<file path="src/rtl/core/mhpq_pkg.sv">
// Shared constants and types for the min-heap priority queue.
// No dependencies; imported by all core modules.
`timescale 1ns / 1ps

package mhpq_pkg;

   // heap geometry
   localparam int CAPACITY = 1024;
   localparam int ADDR_W   = $clog2(CAPACITY);
   localparam int CNT_W    = ADDR_W + 1;
   localparam int IDX_W    = ADDR_W + 2;
   localparam int KEY_W    = 32;

   // command codes
   localparam logic CMD_INSERT  = 1'b0;
   localparam logic CMD_EXTRACT = 1'b1;

   // key returned when an extract finds the heap empty
   localparam logic [KEY_W-1:0] EMPTY_KEY = {KEY_W{1'b1}};

   // memory access request from the sequencer
   typedef struct packed {
      logic              we;
      logic [ADDR_W-1:0] waddr;
      logic [KEY_W-1:0]  wdata;
      logic              re;
      logic [ADDR_W-1:0] raddr_a;
      logic [ADDR_W-1:0] raddr_b;
   } mem_req_type;

endpackage

</file>
<file path="src/rtl/core/mhpq_ctrl.sv">
// Sift sequencer: holds the moving key and walks the heap one level per
// read/compare/write pair. Depends on mhpq_pkg.
`timescale 1ns / 1ps

module mhpq_ctrl
   import mhpq_pkg::*;
(
   input  logic                    clock,
   input  logic                    reset,
   input  logic                    start,
   output logic                    busy,
   input  logic                    req_command,
   input  logic signed [KEY_W-1:0] req_key_value,
   output logic signed [KEY_W-1:0] rsp_extracted_key,
   output logic                    rsp_was_empty,
   output logic                    rsp_valid,
   output mem_req_type             mem_req,
   input  logic [KEY_W-1:0]        rdata_a,
   input  logic [KEY_W-1:0]        rdata_b
);

   localparam logic [2:0] S_IDLE  = 3'd0;
   localparam logic [2:0] S_UP_RD = 3'd1;
   localparam logic [2:0] S_UP_EV = 3'd2;
   localparam logic [2:0] S_EX_RD = 3'd3;
   localparam logic [2:0] S_EX_EV = 3'd4;
   localparam logic [2:0] S_DN_RD = 3'd5;
   localparam logic [2:0] S_DN_EV = 3'd6;

   logic [2:0]        state_ff, state_in;
   logic [CNT_W-1:0]  count_ff, count_in;
   logic [ADDR_W-1:0] pos_ff, pos_in;
   logic [KEY_W-1:0]  key_ff, key_in;
   logic              rsp_valid_ff, rsp_valid_in;
   logic              rsp_empty_ff, rsp_empty_in;
   logic [KEY_W-1:0]  rsp_key_ff, rsp_key_in;

   logic [IDX_W-1:0]  left_idx, right_idx, count_ext;
   logic              left_ok, right_ok, pick_right, child_less;
   logic [KEY_W-1:0]  child_key;
   logic [ADDR_W-1:0] child_pos, parent_pos;
   logic              accept;

   assign accept    = start && (state_ff == S_IDLE);
   assign busy      = (state_ff != S_IDLE);

   // neighbor indices of the current position
   assign left_idx   = {1'b0, pos_ff, 1'b1};
   assign right_idx  = left_idx + IDX_W'(1);
   assign count_ext  = IDX_W'(count_ff);
   assign left_ok    = left_idx < count_ext;
   assign right_ok   = right_idx < count_ext;
   assign parent_pos = (pos_ff - ADDR_W'(1)) >> 1;

   // smaller child, left wins ties
   assign pick_right = right_ok && ($signed(rdata_b) < $signed(rdata_a));
   assign child_key  = pick_right ? rdata_b : rdata_a;
   assign child_pos  = pick_right ? right_idx[ADDR_W-1:0] : left_idx[ADDR_W-1:0];
   assign child_less = $signed(child_key) < $signed(key_ff);

   // sequencer
   always_comb begin
      state_in     = state_ff;
      count_in     = count_ff;
      pos_in       = pos_ff;
      key_in       = key_ff;
      rsp_valid_in = 1'b0;
      rsp_empty_in = rsp_empty_ff;
      rsp_key_in   = rsp_key_ff;
      mem_req      = '0;
      unique case (state_ff)
         S_IDLE: begin
            if (accept) begin
               if (req_command == CMD_INSERT) begin
                  if (count_ff != CNT_W'(CAPACITY)) begin
                     pos_in   = count_ff[ADDR_W-1:0];
                     key_in   = req_key_value;
                     count_in = count_ff + CNT_W'(1);
                     state_in = S_UP_RD;
                  end
               end else if (count_ff == '0) begin
                  rsp_valid_in = 1'b1;
                  rsp_empty_in = 1'b1;
                  rsp_key_in   = EMPTY_KEY;
               end else begin
                  count_in = count_ff - CNT_W'(1);
                  state_in = S_EX_RD;
               end
            end
         end
         S_UP_RD: begin
            if (pos_ff == '0) begin
               mem_req.we    = 1'b1;
               mem_req.waddr = pos_ff;
               mem_req.wdata = key_ff;
               state_in      = S_IDLE;
            end else begin
               mem_req.re      = 1'b1;
               mem_req.raddr_a = parent_pos;
               mem_req.raddr_b = parent_pos;
               state_in        = S_UP_EV;
            end
         end
         S_UP_EV: begin
            mem_req.we    = 1'b1;
            mem_req.waddr = pos_ff;
            if ($signed(key_ff) < $signed(rdata_a)) begin
               mem_req.wdata = rdata_a;
               pos_in        = parent_pos;
               state_in      = S_UP_RD;
            end else begin
               mem_req.wdata = key_ff;
               state_in      = S_IDLE;
            end
         end
         S_EX_RD: begin
            // root and last live entry
            mem_req.re      = 1'b1;
            mem_req.raddr_a = '0;
            mem_req.raddr_b = count_ff[ADDR_W-1:0];
            state_in        = S_EX_EV;
         end
         S_EX_EV: begin
            rsp_valid_in = 1'b1;
            rsp_empty_in = 1'b0;
            rsp_key_in   = rdata_a;
            key_in       = rdata_b;
            pos_in       = '0;
            state_in     = (count_ff == '0) ? S_IDLE : S_DN_RD;
         end
         S_DN_RD: begin
            if (!left_ok) begin
               mem_req.we    = 1'b1;
               mem_req.waddr = pos_ff;
               mem_req.wdata = key_ff;
               state_in      = S_IDLE;
            end else begin
               mem_req.re      = 1'b1;
               mem_req.raddr_a = left_idx[ADDR_W-1:0];
               mem_req.raddr_b = right_idx[ADDR_W-1:0];
               state_in        = S_DN_EV;
            end
         end
         S_DN_EV: begin
            mem_req.we    = 1'b1;
            mem_req.waddr = pos_ff;
            if (child_less) begin
               mem_req.wdata = child_key;
               pos_in        = child_pos;
               state_in      = S_DN_RD;
            end else begin
               mem_req.wdata = key_ff;
               state_in      = S_IDLE;
            end
         end
         default: begin
            state_in = S_IDLE;
         end
      endcase
   end

   // control registers
   always_ff @(posedge clock) begin
      if (reset) begin
         state_ff     <= S_IDLE;
         count_ff     <= '0;
         rsp_valid_ff <= 1'b0;
      end else begin
         state_ff     <= state_in;
         count_ff     <= count_in;
         rsp_valid_ff <= rsp_valid_in;
      end
   end

   // payload registers
   always_ff @(posedge clock) begin
      pos_ff       <= pos_in;
      key_ff       <= key_in;
      rsp_key_ff   <= rsp_key_in;
      rsp_empty_ff <= rsp_empty_in;
   end

   assign rsp_valid         = rsp_valid_ff;
   assign rsp_was_empty     = rsp_empty_ff;
   assign rsp_extracted_key = rsp_key_ff;

endmodule
</file>
<file path="config.mk">
export PLATFORM = sky130hd
export DESIGN_NAME = mhpq_ctrl
export DESIGN_NICKNAME = d
export VERILOG_FILES = /design/src/rtl/core/mhpq_pkg.sv /design/src/rtl/core/mhpq_ctrl.sv
export SDC_FILE = /design/constraint.sdc
export NUM_CORES = 1
export LEC_CHECK = 0
export BUFFER_PORTS_ARGS = -buffer_cell sky130_fd_sc_hd__buf_2
export CORE_MARGIN = 1.5
export CORE_UTILIZATION = 56
export DETAILED_ROUTE_END_ITERATION = 6
export GPL_ROUTABILITY_DRIVEN = 0
export GPL_TIMING_DRIVEN = 0
export PLACE_DENSITY = 0.82
export SLEW_MARGIN = 30
export SYNTH_ARGS = -nofsm -noshare
export SYNTH_HDL_FRONTEND = slang
export SYNTH_SLANG_ARGS = --single-unit
</file>
<file path="constraint.sdc">
create_clock -name clock -period 6.65 [get_ports clock]
set_input_delay 0.665 -clock clock [delete_from_list [all_inputs] [get_ports clock]]
set_output_delay 0.665 -clock clock [all_outputs]
set_load 0.005 [all_outputs]
</file>
==> Word level (Yosys, flattened, before mapping) <==
Index checks and enable logic that the tools add are counted.
{ "totals": {"reg_bits": 90, "wordCells": 92, "output_inout_bits": 99} }
{ "op_classes": {"n_addsub": 4, "reduce_logical": 14, "muxes": 45, "eq_ne": 17, "order_cmp": 5} }
{ "op_table": {"columns": ["cell", "n"], "rows": [
  ["$mux W32", 9],
  ["$pmux W43 S4", 1],
  ["$pmux W32 S2", 2],
  ["$lt A32 B32 Y1", 3],
  ["$mux W43", 2],
  ["$pmux W21 S3", 1],
  ["$mux W10", 6],
  ["$mux W21", 2],
  ["$pmux W10 S4", 1],
  ["$mux W11", 3],
  ["$mux W3", 7],
  ["$pmux W3 S7", 1],
  ["$add A11 B1 Y12 const B", 1],
  ["$lt A12 B11 Y1", 1],
  ["$ne A2 B2 Y1 const B", 6],
  ["$reduce_and A4 Y1", 3],
  ["$add A11 B1 Y11 const B", 1],
  ["$logic_not A11 Y1", 1],
  ["$lt A11 B11 Y1", 1],
  ["$ne A11 B11 Y1 const B", 1],
  ["$sub A11 B1 Y11 const B", 1],
  ["$logic_not A10 Y1", 1],
  ["$sub A10 B1 Y10 const B", 1],
  ["$eq A3 B3 Y1 const B", 3],
  ["other kinds (15)", 26]
]} }

==> Logic depth before layout (Yosys ltp) <==
{ "logic_depth": {"depth_word": 7, "depth_mapped": 26, "depth_no_buf": 22} }

==> Least setup slack after synthesis <==
Ideal clock, no wire load.
{ "synth_path": {"path_type": "reg2out", "from": "reg pos_ff[2]", "to": "out mem_req[43] (netlist bit)", "stages_incl_launch_ff": 27, "setup_slack_ps": 873, "t_arrival_ps": 5112, "required_ps": 5985, "cell_sequence": "edfxtp_1 > buf_2 > nand3_1 > or2_2 > nor2_1 > nand3_1 > xnor2_1 > ha_1 > nor2b_1 > a311o_1 > a21oi_1 > o211a_2 > buf_2 > buf_2 > nand2_1 > o21ai_0 > ha_1 > a211oi_1 > a221oi_1 > a211oi_1 > o31a_1 > nor2_1 > o41a_1 > o21ai_1 > buf_2 > a22o_1 > a21o_1"} }
{ "synth_rtl": {"columns": ["item", "line_no", "text"], "rows": [
  ["start: declaration", "mhpq_ctrl.sv:32", "logic [ADDR_W-1:0] pos_ff, pos_in;"],
  ["start signal: assignment", "mhpq_ctrl.sv:177", "pos_ff <= pos_in;"],
  ["end: declaration", "mhpq_ctrl.sv:17", "output mem_req_type mem_req,"]
]} }

==> out/metrics.yaml <==
status:
  status: "finished clean"
detailed_routing:
  wire_per_inst_um: 18.3
  wl_um: 27200
  drc_errors: 0
  vias: 9060
  drtPass1Iterations: 5
  vias_per_cell: 6.11
  drt_iter0_drc: 843
  detail-route-antenna-nets: 0
placed_design:
  dp_hpwl_um: 20700
  portBuffers: 197
sta:
  slew_violations: 0
  whs_ns: 0.571
  slew_headroom_pct: 38.3
  finalCriticalPeriod_ns: 6.47
  fmax_mhz: 155
  hold_violations: 0
  worst_pin_slew_ns: 0.923
  setup_viol: 0
  post-route-period-util_pct: 97.3
  finClkSkew_ns: 0.0115
critical_path:
  worst-path-stages: 27
  endpoint: "mem_req[50]"
  crit_slowest_cell: "a221o_2"
  crit_path_start_kind: "register"
  path_class: "reg -> out"
  rrSetupSlack_ns: 1.11
  crit_start: "pos_ff[4]$_DFFE_PP_"
  rr_startpoint: "pos_ff[4]$_DFFE_PP_"
  required_ns: 5.98
  slowest_delay_ns: 0.49
  cp-end-kind: "output pin"
  r2r-end: "pos_ff[8]$_DFFE_PP_"
  reg2reg_depth: 25
  worstPathArrival_ns: 5.81
  cp_max_fo: 10
  crit_family: "compound AO/OA/AOI/OAI gates"
  worstPathBufferInverterCount: 5
clock_network:
  hold_buffers: 0
  cts_tree: "done"
  clk_latency_ns: 0.36
  clk_pin_slew_worst_paths_ns: 0.07
  clkSinkCount: 90
  cts.path.max_buffers: 2
  cts.htree.levels: 3
  cts_root_buffer: "clkbuf_16"
  numCtsBuffers: 9
die:
  io_pins: 199
  core_um2: 15100
  start_util_pct: 57.0
  dieArea_um2: 16200
  die_width_um: 127
  rows: 45
  die_h_um: 127
logic_synthesis:
  yosys_warnings: 0
  syn_area_um2: 8640
  synth_edf_count: 75
  synth_seq_area_share_pct: 29.6
  synthFlopType: "edfxtp_1"
  synth_seq_cells: 90
  async_flop_share_pct: 0
  yosys.cell_types.count: 65
  avgSynthCellArea_um2: 8.23
  synth_cells: 1049
  syn_nets: 1274
global_routing:
  grt_pass1_wl_um: 42100
  grt_antenna_before_repair: 1
  gr-total-overflow: 0
  grt.total_usage_pct: 32.8
  grt_pass1_vias: 8453
  grt_start_max_net_pins: 16
worst_hold_path:
  worst_hold_path_type: "in -> reg"
  hp-start: "req_key_value[12]"
job:
  drv_cap: 0
power:
  power_mw: 4.02
  peakVddDrop_mv: 0.201
  power_leakage_nw: 5.23
  power_per_cell_area_nw_per_um2: 378
final_layout:
  area_growth_pct: 23.1
  fin_util_pct: 70.2
  seqCellArea_um2: 2550
  multi_input_area_um2: 5650
  drive_above_1_share_pct: 22.6
  final_common_cell: "nand2_1"
  nets: 1514
  final_cell_mix: "nand2_1, buf_2, ha_1, inv_1, edfxtp_1"
  n_fill_cell: 1191
==> tightest hold or removal path: cells and delay by family <==
| kind | cells | cell delay, ns |
|---|---|---|
| buf+inv | 1 | 0.07 |
| simple gates | 2 | 0.09 |
==> timing repair <==
action                     CTS  global route
setup endpoints to repair   32            32
pin swaps                    4            20
buffers inserted             5            15
gates cloned                 0             3
resized for setup           24            43
==> logic make-up after synthesis <==
family	share of synthesized area, %
adder cells (fa/ha/maj)	18.2
AND/OR/NAND/NOR	19.7
flip-flops	29.6
buffers and inverters	6.52
multiplexers	1.06
AO/OA/AOI/OAI	21.8
XOR/XNOR	3.24
==> worst min-delay path by stage <==
stage                               end  slack, ns  depth (start not counted)
2_1_floorplan  count_ff[8]$_SDFFE_PP0P_       0.50                          2
3_3_place_gp   count_ff[1]$_SDFFE_PP0P_       0.57                          2
3_5_place_dp   count_ff[8]$_SDFFE_PP0P_       0.59                          2
4_1_cts            key_ff[12]$_DFFE_PP_       0.57                          3
5_1_grt            key_ff[10]$_DFFE_PP_       0.58                          3
6_report           key_ff[12]$_DFFE_PP_       0.57                          3
==> stage by stage <==
stage	instances	area, um2	TNS [ns]	worst slack [ns]
2_1_floorplan	1049	8640	0	0.873
3_3_place_gp	1434	9860	-8.49	-0.326
3_5_place_dp	1443	9940	-11.21	-0.408
4_1_cts	1464	10300	0	0.0221
5_1_grt	1483	10600	-0.471	-0.0303
6_report	1483	10600	0	0.180
==> synth_stat cells, types with 5 or more instances <==
cell       number  area (um2)
a211oi_1       10        75.1
a21o_1         52         390
a21oi_1        42         210
a221o_1         7        70.1
a22o_1         39         342
a31oi_1         6        37.5
and2_1          8        50.1
and3_1          5        31.3
buf_1           5        18.8
buf_2          12        60.1
clkbuf_1       28         105
dfxtp_1        15         300
edfxtp_1       75        2250
ha_1          124        1550
inv_1          91         342
mux2i_1         8        80.1
nand2_1       208         781
nand3_1        21         105
nand4_1        14        87.6
nor2_1         58         218
nor2b_1        11        68.8
nor3_1         26         130
nor4_1          9        56.3
o2111ai_1       5        43.8
o21ai_0        62         310
o21bai_1        5        37.5
xnor2_1        20         175
xor2_1         12         105
==> where the power goes <==
part | switching (mW) | leakage [nW] | internal, mW
Combinational | 1.48 | 4.36 | 1.09
Sequential | 0.148 | 0.736 | 0.799
Clock | 0.241 | 0.137 | 0.266
==> metal layers <==
layer / up-vias / GRT usage [%] / wire length, um
li1: 4263 / - / -
met1: 4238 / 45.0 / 11400
met2: 498 / 52.1 / 12400
met3: 61 / 5.40 / 2500
met4: 0 / 12.6 / 832
met5: - / 0 / 0
==> final cells by class <==
class / instances / area share [%]
Multi-Input combinational cell: 819 / 53.1
Timing Repair Buffer: 229 / 11.8
Clock inverter: 5 / 0.353
Clock buffer: 11 / 2.28
Tap cell: 188 / 2.21
Sequential cell: 90 / 24.0
Inverter: 92 / 3.25
Buffer: 48 / 2.93
Antenna cell: 1 / 0.0235
==> registers in the layout, indices dropped and copies added, names as in the netlist <==
signal             count
count_ff              11
rsp_was_empty          1
state_ff               3
rsp_extracted_key     32
rsp_valid              1
pos_ff                10
key_ff                32
Power figures use the tool's default switching activity.
